[src/sv/gf2alu_pkg.sv]
// Shared opcodes, control bundle and step-count constants for the GF(2) polynomial ALU.
package gf2alu_pkg;

   localparam int OPCODE_W = 3;
   localparam int SHIFT_W = 6;
   localparam int OPERAND_W = 32;
   localparam int RESULT_W = 63;
   localparam int STEPS_PER_STAGE = 4;

   localparam logic [OPCODE_W-1:0] OP_AND = 3'd0;
   localparam logic [OPCODE_W-1:0] OP_XOR = 3'd1;
   localparam logic [OPCODE_W-1:0] OP_MUL = 3'd2;
   localparam logic [OPCODE_W-1:0] OP_REM = 3'd3;
   localparam logic [OPCODE_W-1:0] OP_SHL = 3'd4;
   localparam logic [OPCODE_W-1:0] OP_SHR = 3'd5;

   typedef struct packed {
      logic [OPCODE_W-1:0] opcode;
      logic [SHIFT_W-1:0]  shift_amount;
      logic                b_zero;
   } ctrl_type;

endpackage

[src/sv/gf2_polynomial_alu.sv]
// Top level of the GF(2) polynomial ALU: input register, divisor normalize, step slices, output.
//
// Streaming unit for binary polynomials: AND, XOR, carry-less multiply, remainder, and
// left/right shift of operand_a. One item enters per cycle while the pipeline advances. The
// accepting edge loads the input register, then one stage left-justifies the divisor, one
// stage handles each four multiply/reduce bits, and the output register follows.
// The whole pipeline advances together whenever the output register is empty or being
// taken, so a stall on the result side holds every item in place. A remainder with a
// zero divisor returns operand_a and sets divide_by_zero. Only the low WIDTH bits of
// each operand are used.
module gf2_polynomial_alu #(
   parameter int WIDTH = 32
) (
   input  logic        clock,
   input  logic        reset,
   input  logic        req_tvalid,
   output logic        req_tready,
   // opcode[2:0], operand_a[34:3], operand_b[66:35], shift_amount[72:67], zero[79:73]
   input  logic [79:0] req_tdata,
   output logic        rsp_tvalid,
   input  logic        rsp_tready,
   // result_value[62:0], divide_by_zero[63]
   output logic [63:0] rsp_tdata
);
   import gf2alu_pkg::*;

   localparam int SW = (WIDTH > 2) ? $clog2(WIDTH) : 1;
   localparam int NCORE = (WIDTH + STEPS_PER_STAGE - 1) / STEPS_PER_STAGE;
   localparam int PW = 2 * WIDTH - 1;

   logic advance;

   logic             in_valid_ff;
   ctrl_type         in_ctrl_ff;
   logic [WIDTH-1:0] in_a_ff;
   logic [WIDTH-1:0] in_b_ff;

   logic [WIDTH-1:0] norm_bn;
   logic [SW-1:0]    norm_s;

   logic             c_valid_ff [NCORE+1];
   ctrl_type         c_ctrl_ff  [NCORE+1];
   logic [WIDTH-1:0] c_a_ff     [NCORE+1];
   logic [WIDTH-1:0] c_b_ff     [NCORE+1];
   logic [WIDTH-1:0] c_bn_ff    [NCORE+1];
   logic [SW-1:0]    c_s_ff     [NCORE+1];
   logic [PW-1:0]    c_acc_ff   [NCORE+1];
   logic [WIDTH-1:0] c_rem_ff   [NCORE+1];

   logic [PW-1:0]    acc_in [NCORE];
   logic [WIDTH-1:0] rem_in [NCORE];

   logic                rsp_valid_ff;
   logic [RESULT_W-1:0] rsp_value_ff;
   logic                rsp_dz_ff;
   logic [RESULT_W-1:0] rsp_value_in;
   logic                rsp_dz_in;

   assign advance = !rsp_valid_ff || rsp_tready;
   assign req_tready = advance;
   assign rsp_tvalid = rsp_valid_ff;
   assign rsp_tdata = {rsp_dz_ff, rsp_value_ff};

   // input register
   always_ff @(posedge clock) begin
      if (reset) begin
         in_valid_ff <= 1'b0;
      end else if (advance) begin
         in_valid_ff <= req_tvalid;
      end
      if (advance) begin
         in_ctrl_ff.opcode       <= req_tdata[2:0];
         in_ctrl_ff.shift_amount <= req_tdata[72:67];
         in_ctrl_ff.b_zero       <= (req_tdata[35 +: WIDTH] == '0);
         in_a_ff                 <= req_tdata[3 +: WIDTH];
         in_b_ff                 <= req_tdata[35 +: WIDTH];
      end
   end

   // left-justify the divisor; norm_s counts the positions moved
   always_comb begin
      norm_bn = in_b_ff;
      norm_s = '0;
      for (int k = SW - 1; k >= 0; k--) begin
         if ((norm_bn >> (WIDTH - (1 << k))) == '0) begin
            norm_bn = norm_bn << (1 << k);
            norm_s = norm_s | SW'(1 << k);
         end
      end
   end

   always_ff @(posedge clock) begin
      if (reset) begin
         c_valid_ff[0] <= 1'b0;
      end else if (advance) begin
         c_valid_ff[0] <= in_valid_ff;
      end
      if (advance) begin
         c_ctrl_ff[0] <= in_ctrl_ff;
         c_a_ff[0]    <= in_a_ff;
         c_b_ff[0]    <= in_b_ff;
         c_bn_ff[0]   <= norm_bn;
         c_s_ff[0]    <= norm_s;
         c_acc_ff[0]  <= '0;
         c_rem_ff[0]  <= in_a_ff;
      end
   end

   for (genvar g = 0; g < NCORE; g++) begin : g_core
      gf2alu_steps #(
         .WIDTH(WIDTH),
         .BASE (g * STEPS_PER_STAGE),
         .SW   (SW)
      ) u_steps (
         .a       (c_a_ff[g]),
         .b       (c_b_ff[g]),
         .bn      (c_bn_ff[g]),
         .s       (c_s_ff[g]),
         .acc_cur (c_acc_ff[g]),
         .rem_cur (c_rem_ff[g]),
         .acc_next(acc_in[g]),
         .rem_next(rem_in[g])
      );

      always_ff @(posedge clock) begin
         if (reset) begin
            c_valid_ff[g+1] <= 1'b0;
         end else if (advance) begin
            c_valid_ff[g+1] <= c_valid_ff[g];
         end
         if (advance) begin
            c_ctrl_ff[g+1] <= c_ctrl_ff[g];
            c_a_ff[g+1]    <= c_a_ff[g];
            c_b_ff[g+1]    <= c_b_ff[g];
            c_bn_ff[g+1]   <= c_bn_ff[g];
            c_s_ff[g+1]    <= c_s_ff[g];
            c_acc_ff[g+1]  <= acc_in[g];
            c_rem_ff[g+1]  <= rem_in[g];
         end
      end
   end

   // result select from the last slice
   always_comb begin
      logic [WIDTH-1:0] a;
      logic [WIDTH-1:0] b;
      logic [WIDTH-1:0] shl;
      logic [WIDTH-1:0] shr;
      logic             wide_shift;
      a = c_a_ff[NCORE];
      b = c_b_ff[NCORE];
      wide_shift = (c_ctrl_ff[NCORE].shift_amount >= SHIFT_W'(WIDTH));
      shl = wide_shift ? '0 : (a << c_ctrl_ff[NCORE].shift_amount);
      shr = wide_shift ? '0 : (a >> c_ctrl_ff[NCORE].shift_amount);
      rsp_dz_in = 1'b0;
      unique case (c_ctrl_ff[NCORE].opcode)
         OP_AND: rsp_value_in = RESULT_W'(a & b);
         OP_XOR: rsp_value_in = RESULT_W'(a ^ b);
         OP_MUL: rsp_value_in = RESULT_W'(c_acc_ff[NCORE]);
         OP_REM: begin
            rsp_dz_in = c_ctrl_ff[NCORE].b_zero;
            rsp_value_in = c_ctrl_ff[NCORE].b_zero ? RESULT_W'(a)
                                                   : RESULT_W'(c_rem_ff[NCORE]);
         end
         OP_SHL: rsp_value_in = RESULT_W'(shl);
         OP_SHR: rsp_value_in = RESULT_W'(shr);
         default: rsp_value_in = '0;
      endcase
   end

   always_ff @(posedge clock) begin
      if (reset) begin
         rsp_valid_ff <= 1'b0;
      end else if (advance) begin
         rsp_valid_ff <= c_valid_ff[NCORE];
      end
      if (advance) begin
         rsp_value_ff <= rsp_value_in;
         rsp_dz_ff    <= rsp_dz_in;
      end
   end

endmodule

[src/sv/gf2alu_steps.sv]
// One pipeline slice: a few carry-less multiply bits and a few remainder reduction bits.
module gf2alu_steps #(
   parameter int WIDTH = 32,
   parameter int BASE = 0,
   parameter int SW = 5
) (
   input  logic [WIDTH-1:0]   a,
   input  logic [WIDTH-1:0]   b,
   input  logic [WIDTH-1:0]   bn,
   input  logic [SW-1:0]      s,
   input  logic [2*WIDTH-2:0] acc_cur,
   input  logic [WIDTH-1:0]   rem_cur,
   output logic [2*WIDTH-2:0] acc_next,
   output logic [WIDTH-1:0]   rem_next
);
   import gf2alu_pkg::*;

   always_comb begin
      int i;
      int ri;
      acc_next = acc_cur;
      rem_next = rem_cur;
      for (int t = 0; t < STEPS_PER_STAGE; t++) begin
         i = BASE + t;
         if (i < WIDTH) begin
            if (b[i]) begin
               acc_next = acc_next ^ ((2*WIDTH-1)'(a) << i);
            end
            // reduction of bit WIDTH-1-i, live only down to the divisor's degree
            ri = WIDTH - 1 - i;
            if (rem_next[ri] && (i <= int'(s))) begin
               rem_next = rem_next ^ (bn >> i);
            end
         end
      end
   end

endmodule

[config.mk]
export PLATFORM = sky130hd
export DESIGN_NAME = gf2_polynomial_alu
export DESIGN_NICKNAME = d
export VERILOG_FILES = /design/src/sv/gf2alu_pkg.sv /design/src/sv/gf2_polynomial_alu.sv /design/src/sv/gf2alu_steps.sv
export SDC_FILE = /design/constraint.sdc
export NUM_CORES = 2
export LEC_CHECK = 0
export BUFFER_PORTS_ARGS = -buffer_cell sky130_fd_sc_hd__buf_4
export CAP_MARGIN = 30
export CORE_ASPECT_RATIO = 1.75
export CORE_MARGIN = 4
export CORE_UTILIZATION = 64
export CTS_BUF_LIST = sky130_fd_sc_hd__clkbuf_16
export DETAILED_ROUTE_END_ITERATION = 8
export GPL_TIMING_DRIVEN = 0
export PLACE_DENSITY = 0.92
export SYNTH_ARGS = -nofsm -noshare
export SYNTH_HDL_FRONTEND = slang
export SYNTH_HIERARCHICAL = 1
export SYNTH_SLANG_ARGS = --single-unit
[constraint.sdc]
create_clock -name clock -period 63.9 [get_ports clock]
set_clock_uncertainty 0.15 [all_clocks]
set_input_delay 6.39 -clock clock [delete_from_list [all_inputs] [get_ports clock]]
set_output_delay 6.39 -clock clock [all_outputs]
set_load 0.005 [all_outputs]
==> results.md <==
* Worst VDD drop at 0.02428 mV
* FILL cells at just over 8,000
* DIE HEIGHT at 491.2 um
* Total core area at 132,700 um^2
* Root Driver: clkbuf_16
* Outcome: finished, final reports clean
* Critical Path End: req_tready
* Maximum fanout along the worst path at 103
* Hpwl dp at 173,800 um
* Hold Vio Cnt, Final at 0
* Cell Chain, Critical Path: buf_4 > nor2b_1 > inv_8 > buf_4
* WHS at 0.2539 ns
* CP max stage delay at 0.51 ns
* Net Sw Frac at 0.2710
* Max Freq at 70.08 MHz
* Crit end category: primary output
* Worst EP required at 57.36 ns
* Gr usage total at 0.3425
* Initial Util at 0.6436
* Setup TNS at 0 ns
* Combinational power share at 0.185
* Post-CTS Hold Fix Bufs at 0
* Reg2reg setup slack at 58.60 ns
* Total clock sinks at 1,759
* Clk network pwr share at 0.291
* Worst Tran Pin Value at approximately 1.1 ns
* Minimum clock period after layout at 14.27 ns
* Die Area at 139,500 um^2
* NumNets Final at 7,096
* Total CTS buffers at 152
* Final core occ at 0.7137
* Dpl ws at 49.64 ns
* Initial antenna violation count at 15
* Arrival @ worst endpoint at 7.73 ns
* Final WL at 238,600 um
* Critical-path top delay cell: nor2b_1
* Clock Path Buffers at 3
* # resized after CTS at 0
* Crit Reg-Reg Endpoint: rsp_value_ff[1]
* CP dominant cell by count: buf_4
* Vias in the first global route at 52,580
* Pin count of the biggest net entering global routing at 149
* Worst Slack Setup Final at 49.63 ns
* Worst setup path startpoint: rsp_tready
* Slew margin rel. at 0.2464
* Routed vias at 51,340
* Worst-Skew Late Latency at 0.80 ns
* Min-Delay Path Class: flip-flop to flip-flop
* RR Startpoint: c_ctrl_ff[8][1]
* Max Cap Viol at 0
* Proportion of layout cells with a drive suffix above 1 at 0.1514
* Clk slew on worst S/H paths at 0.07 ns
* Routability cong. at between 1 and 1.5
* Mean Syn Cell Area at ~13 um^2
* Synthesized area at 85,380 um^2
* Final Cycle Share at 0.2233
* Iteration-0 DRC Markers at 4,013
* Crit Path Class: input pin to primary output
* # DRC at 0
* Post-CTS Setup Bufs at 0
* Antenna Nets Post-Route at 0
* IO buf count at 142
* Reg power frac at 0.524
* First-pass GRT wire length at between 300,000 and 400,000 um
* I/O pin count at 150
* R2R depth at 12
* Switching power at 873.8 uW
* Gate Count Post-Synth at approximately 6,600
* Slew Viols, Final at 0
* Final setup viols at 0
* CP startpoint kind: input pin
* Drt wl/cell at 27.07 um
* CTS tree: built
* Die X at 284.1 um
* Synth warnings at 6
* PD cells at approximately 34 nW/um^2
* P&R area growth vs syn at 10.88%
* RSZ-0062 raised after global routing: false
* Pleak at 35.04 nW
* Vias/cell at between 5 and 6
* Htree depth at 4
* GR Overflow Total at 0
* DR pass1 iterations at 9
* Internal at between 2 and 2.5 mW
* Num rows at 177
-- metrics by stage --
| step | total power, mW | cells | area, um^2 |
|---|---|---|---|
| after CTS | 3.215 | 8788 | 94390 |
| after floorplan | 2.071 | 6635 | 85620 |
| after global routing | 3.330 | 8809 | 94660 |
| after detailed placement | 2.277 | 8506 | 89340 |
| final | 3.224 | 8816 | 94670 |
| after global placement | 2.250 | 8477 | 88810 |
-- sequential cells by signal, summed over array words and instances (netlist names) --
signal	flops
c_a_ff	288
c_b_ff	288
in_ctrl_ff	10
c_acc_ff	504
in_valid_ff	1
rsp_dz_ff	1
rsp_tvalid	1
c_bn_ff	144
rsp_value_ff	63
c_s_ff	40
c_valid_ff	9
c_ctrl_ff	90
in_a_ff	32
c_rem_ff	256
in_b_ff	32
-- worst max-delay path: cells and delay by family --
kind | cells | cell delay, ns
buf+inv | 3 | 0.77
simple gates | 1 | 0.51
-- cells in the final DEF, fill, tap and decap left out, types with 19 or more instances in the layout --
master     instances
mux2_2            37
nand2_2           19
buf_6             27
clkinv_2          27
inv_1             33
o21ai_0           66
a221o_1           40
a21oi_1           95
xnor2_2           21
edfxtp_1        1757
a31oi_1           26
xor2_1           576
nand2_1         1468
o211ai_1          36
conb_1            63
mux4_2            35
o22ai_1           23
xnor2_1          911
nand3_2           31
clkinv_1          24
nand3_1           98
buf_4            509
mux2i_1          186
nor2_1            91
clkbuf_16        156
buf_2             47
and2_1            54
clkbuf_1         167
nor2b_1           19
ha_1              32
-- power groups by stage --
stage | registers, mW | logic, mW | clock network, mW
3_3_place_gp | 1.70 | 0.554 | 0
2_1_floorplan | 1.64 | 0.435 | 0
6_report | 1.69 | 0.596 | 0.938
3_5_place_dp | 1.71 | 0.571 | 0
5_1_grt | 1.71 | 0.628 | 0.996
4_1_cts | 1.69 | 0.582 | 0.946
-- layer usage --
metal / track usage / vias to the layer above / wire (um)
li1: - / 23340 / -
met1: 0.2767 / 24810 / 65240
met2: 0.6332 / 2215 / 127600
met3: 0.07926 / 962 / 13080
met4: 0.3671 / 12 / 32650
met5: 0 / - / 72
-- layout make-up --
type	count	area, um^2	share of cell area
timing repair buffer	191	1812	0.01914
tap	1700	2127	0.02247
multi-input combinational	4256	28930	0.3056
antenna	8	20.02	0.0002115
buffer	607	3865	0.04082
inverter	13	58.81	0.0006212
sequential	1759	52800	0.5577
clock inverter	126	1155	0.01220
clock buffer	156	3904	0.04123
-- worst min path at each step --
| stage | from | end | slack [ns] | cells after the start |
|---|---|---|---|---|
| after detailed placement | in_a_ff[0] | c_a_ff[0][0] | 0.25 | 0 |
| final | c_b_ff[0][245] | c_b_ff[0][277] | 0.25 | 0 |
| after global routing | c_b_ff[0][245] | c_b_ff[0][277] | 0.27 | 0 |
| after global placement | in_ctrl_ff[8] | c_ctrl_ff[0][8] | 0.25 | 0 |
| after floorplan | in_a_ff[0] | c_a_ff[0][0] | 0.25 | 0 |
| after CTS | c_b_ff[0][245] | c_b_ff[0][277] | 0.25 | 0 |
(Power assumes the default switching activity.)
